**config.mk**
```make
export PLATFORM = sky130hd
export DESIGN_NAME = arq_retransmit_tracker_unit_flat
export DESIGN_NICKNAME = d
export VERILOG_FILES = /design/src/rtl/art_pkg.sv /design/src/rtl/art_if.sv /design/src/rtl/art_ram.sv /design/src/rtl/art_ctrl.sv /design/src/rtl/art_dp.sv /design/src/rtl/arq_retransmit_tracker_unit.sv /design/src/flat_wrapper.sv
export SDC_FILE = /design/constraint.sdc
export NUM_CORES = 2
export LEC_CHECK = 0
export BUFFER_PORTS_ARGS = -buffer_cell sky130_fd_sc_hd__clkbuf_2
export CAP_MARGIN = 20
export CORE_ASPECT_RATIO = 0.9
export CORE_MARGIN = 8
export CORE_UTILIZATION = 30
export DETAILED_ROUTE_END_ITERATION = 10
export GPL_TIMING_DRIVEN = 0
export PLACE_DENSITY_LB_ADDON = 0.3
export SYNTH_ARGS = -nofsm -noshare
export SYNTH_HDL_FRONTEND = slang
export SYNTH_SLANG_ARGS = --single-unit
```
**constraint.sdc**
```tcl
create_clock -name clock -period 11.9 [get_ports clock]
set_clock_uncertainty 0.1 [all_clocks]
set_input_delay 0 -clock clock [delete_from_list [all_inputs] [get_ports clock]]
set_output_delay 0 -clock clock [all_outputs]
set_load 0.01 [all_outputs]
```
**src/rtl/art_pkg.sv**
```systemverilog
// Package for the ARQ retransmit tracker: sizes, command and result codes,
// controller states and the controller/datapath command and status structs.
// No dependencies.
package art_pkg;

   localparam int TABLE_DEPTH = 32;
   localparam int IDX_W       = $clog2(TABLE_DEPTH);
   localparam int CNT_W       = $clog2(TABLE_DEPTH + 1);
   localparam int PEND_W      = 6;
   localparam int ID_W        = 32;
   localparam int AGE_W       = 16;
   localparam int ENTRY_W     = 2 * ID_W;

   localparam logic [AGE_W-1:0] RETRY_AGE_RESET = AGE_W'(4);

   typedef enum logic [1:0] {
      CMD_SEND = 2'd0,
      CMD_ACK  = 2'd1,
      CMD_DATA = 2'd2,
      CMD_TICK = 2'd3
   } cmd_type;

   typedef enum logic [2:0] {
      KIND_SENT      = 3'd0,
      KIND_RETX      = 3'd1,
      KIND_ACK_HIT   = 3'd2,
      KIND_ACK_MISS  = 3'd3,
      KIND_FULL      = 3'd4,
      KIND_ACK_REPLY = 3'd5,
      KIND_TICK_DONE = 3'd6
   } kind_type;

   typedef enum logic [1:0] {
      RD_FIRST,
      RD_NEXT,
      RD_TAIL
   } rd_sel_type;

   typedef enum logic [2:0] {
      ST_IDLE,
      ST_SEND,
      ST_DATA,
      ST_ACK_SCAN,
      ST_ACK_MOVE,
      ST_ACK_MISS,
      ST_TICK_SCAN,
      ST_TICK_DONE
   } state_type;

   typedef struct packed {
      logic       latch;
      logic       tick;
      logic       idx_clr;
      logic       idx_inc;
      logic       rd_en;
      rd_sel_type rd_sel;
      logic       do_send;
      logic       do_retx;
      logic       do_move;
      logic       emit;
      kind_type   kind;
      logic       last;
   } dp_cmd_type;

   typedef struct packed {
      logic pending_zero;
      logic full;
      logic id_match;
      logic at_tail;
      logic age_due;
      logic out_free;
   } dp_status_type;

endpackage

```
**src/rtl/art_if.sv**
```systemverilog
// Valid/ready channel interfaces of the ARQ retransmit tracker:
// request, response and configuration write. Depends on art_pkg.
interface art_req_if import art_pkg::*; ();
   logic            valid;
   logic            ready;
   logic [1:0]      cmd;
   logic [ID_W-1:0] frame_id;

   modport source (output valid, cmd, frame_id, input ready);
   modport sink   (input valid, cmd, frame_id, output ready);
endinterface

interface art_rsp_if import art_pkg::*; ();
   logic              valid;
   logic              ready;
   logic [2:0]        kind;
   logic [ID_W-1:0]   msg_id;
   logic [PEND_W-1:0] pending_count;
   logic [ID_W-1:0]   transmit_total;
   logic              last;

   modport source (output valid, kind, msg_id, pending_count, transmit_total, last,
                   input ready);
   modport sink   (input valid, kind, msg_id, pending_count, transmit_total, last,
                   output ready);
endinterface

interface art_csr_if import art_pkg::*; ();
   logic             valid;
   logic             ready;
   logic [AGE_W-1:0] data;

   modport source (output valid, data, input ready);
   modport sink   (input valid, data, output ready);
endinterface

```
**src/rtl/art_ram.sv**
```systemverilog
// Generic simple dual-port RAM: one write port, one read port with
// registered, enabled read data. No dependencies.
module art_ram #(
   parameter int WIDTH = 64,
   parameter int DEPTH = 32
) (
   input  logic                     clock,
   input  logic                     wr_en,
   input  logic [$clog2(DEPTH)-1:0] wr_addr,
   input  logic [WIDTH-1:0]         wr_data,
   input  logic                     rd_en,
   input  logic [$clog2(DEPTH)-1:0] rd_addr,
   output logic [WIDTH-1:0]         rd_data
);

   logic [WIDTH-1:0] mem_ff [DEPTH];
   logic [WIDTH-1:0] rd_data_ff;

   always_ff @(posedge clock) begin
      if (wr_en) begin
         mem_ff[wr_addr] <= wr_data;
      end
      if (rd_en) begin
         rd_data_ff <= mem_ff[rd_addr];
      end
   end

   assign rd_data = rd_data_ff;

endmodule

```
**src/rtl/art_ctrl.sv**
```systemverilog
// Controller state machine of the ARQ retransmit tracker: sequences send,
// ack search, data reply and tick scan. Depends on art_pkg.
module art_ctrl import art_pkg::*; (
   input  logic          clock,
   input  logic          reset,
   input  logic          req_valid,
   input  logic [1:0]    req_cmd,
   output logic          req_ready,
   input  dp_status_type sts,
   output dp_cmd_type    ctl
);

   state_type state_ff, state_in;
   cmd_type   req_code;

   assign req_code = cmd_type'(req_cmd);

   always_ff @(posedge clock) begin
      if (reset) begin
         state_ff <= ST_IDLE;
      end else begin
         state_ff <= state_in;
      end
   end

   always_comb begin
      state_in   = state_ff;
      ctl        = '0;
      ctl.rd_sel = RD_FIRST;
      ctl.kind   = KIND_SENT;
      req_ready  = 1'b0;
      unique case (state_ff)
         ST_IDLE: begin
            req_ready = 1'b1;
            if (req_valid) begin
               ctl.latch   = 1'b1;
               ctl.idx_clr = 1'b1;
               unique case (req_code)
                  CMD_SEND: state_in = ST_SEND;
                  CMD_DATA: state_in = ST_DATA;
                  CMD_ACK: begin
                     if (sts.pending_zero) begin
                        state_in = ST_ACK_MISS;
                     end else begin
                        ctl.rd_en = 1'b1;
                        state_in  = ST_ACK_SCAN;
                     end
                  end
                  CMD_TICK: begin
                     ctl.tick = 1'b1;
                     if (sts.pending_zero) begin
                        state_in = ST_TICK_DONE;
                     end else begin
                        ctl.rd_en = 1'b1;
                        state_in  = ST_TICK_SCAN;
                     end
                  end
                  default: state_in = ST_IDLE;
               endcase
            end
         end
         ST_SEND: begin
            if (sts.out_free) begin
               ctl.emit = 1'b1;
               ctl.last = 1'b1;
               if (sts.full) begin
                  ctl.kind = KIND_FULL;
               end else begin
                  ctl.kind    = KIND_SENT;
                  ctl.do_send = 1'b1;
               end
               state_in = ST_IDLE;
            end
         end
         ST_DATA: begin
            if (sts.out_free) begin
               ctl.emit = 1'b1;
               ctl.last = 1'b1;
               ctl.kind = KIND_ACK_REPLY;
               state_in = ST_IDLE;
            end
         end
         ST_ACK_SCAN: begin
            priority if (sts.id_match) begin
               ctl.rd_en  = 1'b1;
               ctl.rd_sel = RD_TAIL;
               state_in   = ST_ACK_MOVE;
            end else if (sts.at_tail) begin
               state_in = ST_ACK_MISS;
            end else begin
               ctl.idx_inc = 1'b1;
               ctl.rd_en   = 1'b1;
               ctl.rd_sel  = RD_NEXT;
            end
         end
         ST_ACK_MOVE: begin
            if (sts.out_free) begin
               ctl.do_move = 1'b1;
               ctl.emit    = 1'b1;
               ctl.last    = 1'b1;
               ctl.kind    = KIND_ACK_HIT;
               state_in    = ST_IDLE;
            end
         end
         ST_ACK_MISS: begin
            if (sts.out_free) begin
               ctl.emit = 1'b1;
               ctl.last = 1'b1;
               ctl.kind = KIND_ACK_MISS;
               state_in = ST_IDLE;
            end
         end
         ST_TICK_SCAN: begin
            if (!sts.age_due || sts.out_free) begin
               if (sts.age_due) begin
                  ctl.do_retx = 1'b1;
                  ctl.emit    = 1'b1;
                  ctl.kind    = KIND_RETX;
               end
               if (sts.at_tail) begin
                  state_in = ST_TICK_DONE;
               end else begin
                  ctl.idx_inc = 1'b1;
                  ctl.rd_en   = 1'b1;
                  ctl.rd_sel  = RD_NEXT;
               end
            end
         end
         ST_TICK_DONE: begin
            if (sts.out_free) begin
               ctl.emit = 1'b1;
               ctl.last = 1'b1;
               ctl.kind = KIND_TICK_DONE;
               state_in = ST_IDLE;
            end
         end
         default: state_in = ST_IDLE;
      endcase
   end

endmodule

```
**src/rtl/art_dp.sv**
```systemverilog
// Datapath of the ARQ retransmit tracker: entry table RAM, counters,
// retry age register and the response output register. Depends on art_pkg, art_ram.
module art_dp import art_pkg::*; (
   input  logic             clock,
   input  logic             reset,
   input  dp_cmd_type       ctl,
   output dp_status_type    sts,
   input  logic [ID_W-1:0]  req_frame_id,
   input  logic             csr_valid,
   input  logic [AGE_W-1:0] csr_data,
   art_rsp_if.source        rsp_chan
);

   logic [ID_W-1:0]    fid_ff;
   logic [CNT_W-1:0]   pending_ff, pending_in;
   logic [ID_W-1:0]    next_id_ff, next_id_in;
   logic [ID_W-1:0]    now_ff, now_in;
   logic [ID_W-1:0]    tx_ff, tx_in;
   logic [AGE_W-1:0]   age_ff;
   logic [IDX_W-1:0]   idx_ff;

   logic               rsp_valid_ff;
   kind_type           kind_ff;
   logic [ID_W-1:0]    msg_ff, msg_in;
   logic [PEND_W-1:0]  pcnt_ff;
   logic [ID_W-1:0]    total_ff;
   logic               last_ff;

   logic               wr_en;
   logic [IDX_W-1:0]   wr_addr, rd_addr, tail_idx;
   logic [ENTRY_W-1:0] wr_data, rd_data;
   logic [ID_W-1:0]    rd_id, rd_time, age;
   logic [CNT_W-1:0]   tail_cnt;

   assign rd_id    = rd_data[ENTRY_W-1:ID_W];
   assign rd_time  = rd_data[ID_W-1:0];
   assign tail_cnt = pending_ff - CNT_W'(1);
   assign tail_idx = tail_cnt[IDX_W-1:0];
   assign age      = now_ff - rd_time;

   assign now_in     = ctl.tick ? now_ff + ID_W'(1) : now_ff;
   assign next_id_in = ctl.do_send ? next_id_ff + ID_W'(1) : next_id_ff;
   assign tx_in      = (ctl.do_send || ctl.do_retx) ? tx_ff + ID_W'(1) : tx_ff;

   always_comb begin
      pending_in = pending_ff;
      if (ctl.do_send) begin
         pending_in = pending_ff + CNT_W'(1);
      end else if (ctl.do_move) begin
         pending_in = tail_cnt;
      end
   end

   always_comb begin
      unique case (ctl.rd_sel)
         RD_FIRST: rd_addr = '0;
         RD_NEXT:  rd_addr = idx_ff + IDX_W'(1);
         RD_TAIL:  rd_addr = tail_idx;
         default:  rd_addr = '0;
      endcase
   end

   assign wr_en   = ctl.do_send || ctl.do_retx || ctl.do_move;
   assign wr_addr = ctl.do_send ? pending_ff[IDX_W-1:0] : idx_ff;

   always_comb begin
      priority if (ctl.do_send) begin
         wr_data = {next_id_ff, now_ff};
      end else if (ctl.do_retx) begin
         wr_data = {rd_id, now_ff};
      end else begin
         wr_data = rd_data;
      end
   end

   art_ram #(
      .WIDTH (ENTRY_W),
      .DEPTH (TABLE_DEPTH)
   ) u_table (
      .clock   (clock),
      .wr_en   (wr_en),
      .wr_addr (wr_addr),
      .wr_data (wr_data),
      .rd_en   (ctl.rd_en),
      .rd_addr (rd_addr),
      .rd_data (rd_data)
   );

   always_comb begin
      unique case (ctl.kind)
         KIND_SENT, KIND_FULL:                        msg_in = next_id_ff;
         KIND_RETX:                                   msg_in = rd_id;
         KIND_ACK_HIT, KIND_ACK_MISS, KIND_ACK_REPLY: msg_in = fid_ff;
         KIND_TICK_DONE:                              msg_in = now_ff;
         default:                                     msg_in = fid_ff;
      endcase
   end

   always_ff @(posedge clock) begin
      if (reset) begin
         pending_ff   <= '0;
         next_id_ff   <= '0;
         now_ff       <= '0;
         tx_ff        <= '0;
         age_ff       <= RETRY_AGE_RESET;
         idx_ff       <= '0;
         rsp_valid_ff <= 1'b0;
      end else begin
         pending_ff <= pending_in;
         next_id_ff <= next_id_in;
         now_ff     <= now_in;
         tx_ff      <= tx_in;
         if (csr_valid) begin
            age_ff <= csr_data;
         end
         if (ctl.idx_clr) begin
            idx_ff <= '0;
         end else if (ctl.idx_inc) begin
            idx_ff <= idx_ff + IDX_W'(1);
         end
         if (ctl.emit) begin
            rsp_valid_ff <= 1'b1;
         end else if (rsp_chan.ready) begin
            rsp_valid_ff <= 1'b0;
         end
      end
   end

   always_ff @(posedge clock) begin
      if (ctl.latch) begin
         fid_ff <= req_frame_id;
      end
      if (ctl.emit) begin
         kind_ff  <= ctl.kind;
         msg_ff   <= msg_in;
         pcnt_ff  <= PEND_W'(pending_in);
         total_ff <= tx_in;
         last_ff  <= ctl.last;
      end
   end

   assign rsp_chan.valid          = rsp_valid_ff;
   assign rsp_chan.kind           = kind_ff;
   assign rsp_chan.msg_id         = msg_ff;
   assign rsp_chan.pending_count  = pcnt_ff;
   assign rsp_chan.transmit_total = total_ff;
   assign rsp_chan.last           = last_ff;

   assign sts.pending_zero = (pending_ff == '0);
   assign sts.full         = (pending_ff == CNT_W'(TABLE_DEPTH));
   assign sts.id_match     = (rd_id == fid_ff);
   assign sts.at_tail      = (CNT_W'(idx_ff) == tail_cnt);
   assign sts.age_due      = (age >= ID_W'(age_ff));
   assign sts.out_free     = !rsp_valid_ff || rsp_chan.ready;

endmodule

```
**src/rtl/arq_retransmit_tracker_unit.sv**
```systemverilog
// ARQ retransmit tracker top level: tracks unacknowledged message ids with
// their send time and retransmits them on tick. Depends on art_pkg, art_if,
// art_ctrl, art_dp.
//
// One request is handled at a time. An ack compares one table entry per
// cycle out of the entry RAM, and a tick visits every pending entry; a
// request also waits while the response side holds ready low and a result
// waits. The entry table holds 32 entries. The next request is taken while
// the last result still sits in the output register. retry_age resets to 4
// and may be written at any time the block is idle; the configuration
// channel is always ready. The entry table needs no clearing after reset.
module arq_retransmit_tracker_unit import art_pkg::*; (
   input logic       clock,
   input logic       reset,
   art_req_if.sink   req_chan,
   art_rsp_if.source rsp_chan,
   art_csr_if.sink   csr_chan
);

   dp_cmd_type    ctl;
   dp_status_type sts;
   logic          req_ready;

   assign req_chan.ready = req_ready;
   assign csr_chan.ready = 1'b1;

   art_ctrl u_ctrl (
      .clock     (clock),
      .reset     (reset),
      .req_valid (req_chan.valid),
      .req_cmd   (req_chan.cmd),
      .req_ready (req_ready),
      .sts       (sts),
      .ctl       (ctl)
   );

   art_dp u_dp (
      .clock        (clock),
      .reset        (reset),
      .ctl          (ctl),
      .sts          (sts),
      .req_frame_id (req_chan.frame_id),
      .csr_valid    (csr_chan.valid),
      .csr_data     (csr_chan.data),
      .rsp_chan     (rsp_chan)
   );

endmodule
```
**src/flat_wrapper.sv**
```systemverilog
// flat-port wrapper written by rule: the top's interface ports become plain ports
module arq_retransmit_tracker_unit_flat import art_pkg::*;
  (clock, reset, req_chan_valid, req_chan_cmd, req_chan_frame_id, req_chan_ready, rsp_chan_valid, rsp_chan_kind, rsp_chan_msg_id, rsp_chan_pending_count, rsp_chan_transmit_total, rsp_chan_last, rsp_chan_ready, csr_chan_valid, csr_chan_data, csr_chan_ready);
  art_req_if req_chan_i ();
  art_rsp_if rsp_chan_i ();
  art_csr_if csr_chan_i ();
  input logic clock;
  input logic reset;
  input wire logic [$bits(req_chan_i.valid)-1:0] req_chan_valid;
  input wire logic [$bits(req_chan_i.cmd)-1:0] req_chan_cmd;
  input wire logic [$bits(req_chan_i.frame_id)-1:0] req_chan_frame_id;
  output wire logic [$bits(req_chan_i.ready)-1:0] req_chan_ready;
  output wire logic [$bits(rsp_chan_i.valid)-1:0] rsp_chan_valid;
  output wire logic [$bits(rsp_chan_i.kind)-1:0] rsp_chan_kind;
  output wire logic [$bits(rsp_chan_i.msg_id)-1:0] rsp_chan_msg_id;
  output wire logic [$bits(rsp_chan_i.pending_count)-1:0] rsp_chan_pending_count;
  output wire logic [$bits(rsp_chan_i.transmit_total)-1:0] rsp_chan_transmit_total;
  output wire logic [$bits(rsp_chan_i.last)-1:0] rsp_chan_last;
  input wire logic [$bits(rsp_chan_i.ready)-1:0] rsp_chan_ready;
  input wire logic [$bits(csr_chan_i.valid)-1:0] csr_chan_valid;
  input wire logic [$bits(csr_chan_i.data)-1:0] csr_chan_data;
  output wire logic [$bits(csr_chan_i.ready)-1:0] csr_chan_ready;
  assign req_chan_i.valid = req_chan_valid;
  assign req_chan_i.cmd = req_chan_cmd;
  assign req_chan_i.frame_id = req_chan_frame_id;
  assign req_chan_ready = req_chan_i.ready;
  assign rsp_chan_valid = rsp_chan_i.valid;
  assign rsp_chan_kind = rsp_chan_i.kind;
  assign rsp_chan_msg_id = rsp_chan_i.msg_id;
  assign rsp_chan_pending_count = rsp_chan_i.pending_count;
  assign rsp_chan_transmit_total = rsp_chan_i.transmit_total;
  assign rsp_chan_last = rsp_chan_i.last;
  assign rsp_chan_i.ready = rsp_chan_ready;
  assign csr_chan_i.valid = csr_chan_valid;
  assign csr_chan_i.data = csr_chan_data;
  assign csr_chan_ready = csr_chan_i.ready;
  arq_retransmit_tracker_unit u_core (.clock(clock), .reset(reset), .req_chan(req_chan_i), .rsp_chan(rsp_chan_i), .csr_chan(csr_chan_i));
endmodule
```
==> flow_summary.yaml <==
status:
  status: "finished, final reports clean"
pwr:
  p_total_uw: 22000
  ir_drop_mv: 0.163
  leakagePower_uw: 0.0361
  power_density_nw_per_um2: 190
clock_tree:
  insertion_delay_ns: 0.91
  post_cts_buffers: 0
  clkTransAtPathRegs_ns: 0.07
  cts_buffer_depth: 4
  cts_tree: "done"
  h-tree-depth: 4
  clock-root-buffer: "clkbuf_16"
  clkSinkCount: 2345
  cts_made_buffers: 240
sta:
  hold_violations: 0
  rsz0062_at_grt: "false"
  relSlewSlack_pct: 17.6
  fin_crit_sh_pct: 90.4
  holdWs_ns: 0.125
  finalSetupViolations: 0
  worst_pin_slew_ns: 1.24
  period_minus_slack_ns: 10.76
  maxSlewViolCount: 0
  setup_ws_ns: 1.14
  fin_tns_setup_ns: 0
  clock.fmax_mhz: 92.9
min_path:
  hp-class: "in2reg"
  hold_depth: 4
die:
  initial_core_util_pct: 30.1
  dieArea_um2: 336000
  die-height_um: 551
  num_rows: 196
  ios: 132
  fp.dieW_um: 610
  core_area_um2: 316000
placement:
  dpl.hpwl_um: 209000
  gp_congestion: 0.883
  pre_cts_ws_ns: 0.934
  port_buffers: 129
layout:
  area_delta_synth_final_pct: 21.1
  nNetsFinal: 5896
  layout_common_cells: "edfxtp_1, mux4_2, or2_2"
  drive_above_1_share_pct: 33.8
  final_common_cell: "edfxtp_1"
  fin_util_pct: 36.5
yosys:
  yosysTopAreaCell: "edfxtp_1"
  synth_seq_area_share_pct: 72.6
  syn_nets: 5002
  synth.distinct_cells: 80
  syn_area_per_cell_um2: 19.5
  ys_ff_latch: 2345
  synthCells: 4891
  syn-cell-area_um2: 95300
  synth_edf_count: 2218
  postSynth.asyncResetShare_pct: 0
  synth.top_cell.area_share_pct: 69.9
  synthTopCellsByArea: "edfxtp_1, mux4_2, dfxtp_1"
  synth_ff_type: "edfxtp_1"
  yosysWarnings: 0
drt:
  drt-total-wl_um: 285000
  num_vias: 51784
  drt_first_pass_iters: 8
  drcViolationCount: 0
  via_per_inst: 5.11
  wl_per_cell_um: 28.2
  ant_nets: 0
  drtIter0Drc: 6121
global_routing:
  grt_max_degree: 42
  grt_pass1_wl_um: 400000
  grt_usage_pct: 16.6
  grt_pass1_vias: 51925
  antenna_found_initial: 21
  overflow: 0
setup_path:
  worstPathMaxFanout: 10
  worst-path-stages: 27
  cp_num_buf_inv: 5
  critPathArrivalTime_ns: 11.31
  cp_top_family: "simple AND/OR/NAND/NOR gates"
  setup.worst_path.class: "reg2reg"
  critPathMaxStageDelay_ns: 0.82
  cpMaxStageDelayCell: "clkbuf_1"
  cp_common_cell: "ha_1"
  cp-end-kind: "flip-flop"
  reg2reg_depth: 27
  cp-start-kind: "flip-flop"
  critPathRequiredTime_ns: 12.45
job:
  max_cap_violations: 0
[worst reg2reg max path: stages, from the launching register on]
cell and delay, ns:
dfxtp_1 0.72, ha_1 0.39, and2_1 0.21, a221oi_2 0.38, nand2_1 0.11, and2_1 0.18, o21ai_0 0.16, nand2b_1 0.11
xor2_1 0.46, ha_1 0.36, nand4_1 0.09, nor2_1 0.05, a221oi_1 0.76, nor3_1 0.24, nor4bb_1 0.63, nand4b_1 0.25
or3_1 0.35, buf_2 0.20, a21oi_4 0.22, ha_1 0.26, clkbuf_1 0.41, nor2_2 0.59, buf_8 0.23, clkbuf_2 0.68
clkbuf_1 0.85, mux4_2 0.63, mux4_2 0.56, mux2_2 0.32
[layer usage]
metal | global-route usage [%] | wire length, um | up-vias
met5 | 0 | 13 | -
met4 | 6.01 | 11800 | 2
met3 | 2.68 | 18600 | 467
met2 | 27.7 | 137000 | 1963
met1 | 21.9 | 118000 | 27678
li1 | - | - | 21674
[area by class of cell]
| class | count | area, um^2 |
|---|---|---|
| well taps | 4158 | 5200 |
| plain buffers | 270 | 1100 |
| multi-input cells | 2206 | 25100 |
| clock inverters | 133 | 1280 |
| repair buffers | 652 | 6910 |
| flip-flops and latches | 2345 | 69100 |
| inverters | 70 | 263 |
| diodes | 4 | 10.0 |
| fillers | 29207 | 201000 |
| clock buffers | 295 | 6330 |
[timing repair]
item                       in CTS  in global routing
resized for setup               0                  0
hold endpoints to repair      172                  0
hold buffers                  122                  0
setup endpoints to repair       0                  0
[sequential cells by signal, summed over array words and instances, names as in the netlist, 3 cells and up]
signal,flops
u_core.u_ctrl.state_ff,3
u_core.u_dp.tx_ff,32
u_core.u_dp.age_ff,16
u_core.u_dp.rsp_chan.pending_count,6
u_core.u_dp.now_ff,32
u_core.u_dp.rsp_chan.msg_id,32
u_core.u_dp.next_id_ff,32
u_core.u_dp.pending_ff,6
u_core.u_dp.u_table.mem_ff,2048
u_core.u_dp.fid_ff,32
u_core.u_dp.u_table.rd_data,64
u_core.u_dp.rsp_chan.kind,3
u_core.u_dp.idx_ff,5
u_core.u_dp.rsp_chan.transmit_total,32
[final timing paths]
kind	slack, ns	end	startpoint
worst max-delay path	1.14	u_core.u_dp.u_table.rd_data[39]	u_core.u_dp.now_ff[3]
worst min-delay path	0.12	u_core.u_dp.age_ff[15]	csr_chan_valid
worst max register to register	1.14	u_core.u_dp.u_table.rd_data[39]	u_core.u_dp.now_ff[3]
worst min register to register	0.44	u_core.u_dp.tx_ff[12]	u_core.u_dp.tx_ff[12]
[synth_stat cells, types with 9 or more instances]
cell / n
xor2_1: 59
xnor2_1: 81
and4_1: 11
clkbuf_1: 210
ha_1: 55
a221oi_1: 35
a21o_1: 18
o21ai_0: 101
edfxtp_1: 2218
o21a_1: 14
buf_1: 29
mux2i_1: 23
inv_1: 69
and3_1: 20
a31oi_1: 14
or2_2: 260
nor2_1: 184
mux4_2: 640
nor2b_1: 30
nand4_1: 49
nand2_1: 164
or3_1: 20
o211ai_1: 11
buf_2: 26
nand3_1: 46
o21ai_1: 9
a21oi_1: 63
nor3_1: 60
dfxtp_1: 127
and2_1: 23
mux2_2: 117
[logic make-up (layout without fill, tap and decap cells)]
group	Yosys count	after routing	synth area share, %
muxes	783	783	16.8
other	1	5	0.00394
xor gates and xnor gates	140	140	1.29
buffers and inverters	340	1420	1.40
and+or+nand+nor	902	902	4.95
AOI/OAI and AO/OA	324	324	2.23
DFF	2345	2345	72.6
adders and majority gates	56	56	0.743
[report_power, final]
part	total (uW)	switching, uW	internal (uW)
Sequential	10600	196	10400
Clock	7390	3160	4240
Combinational	3930	2690	1240
[through the flow]
| step | cells | instance area (um^2) |
|---|---|---|
| floorplan | 4891 | 95300 |
| global placement | 9178 | 101000 |
| detailed placement | 9566 | 106000 |
| CTS | 10116 | 115000 |
| global route | 10130 | 115000 |
| finish | 10133 | 115000 |
Note: power is estimated with default switching activity, not from simulation.
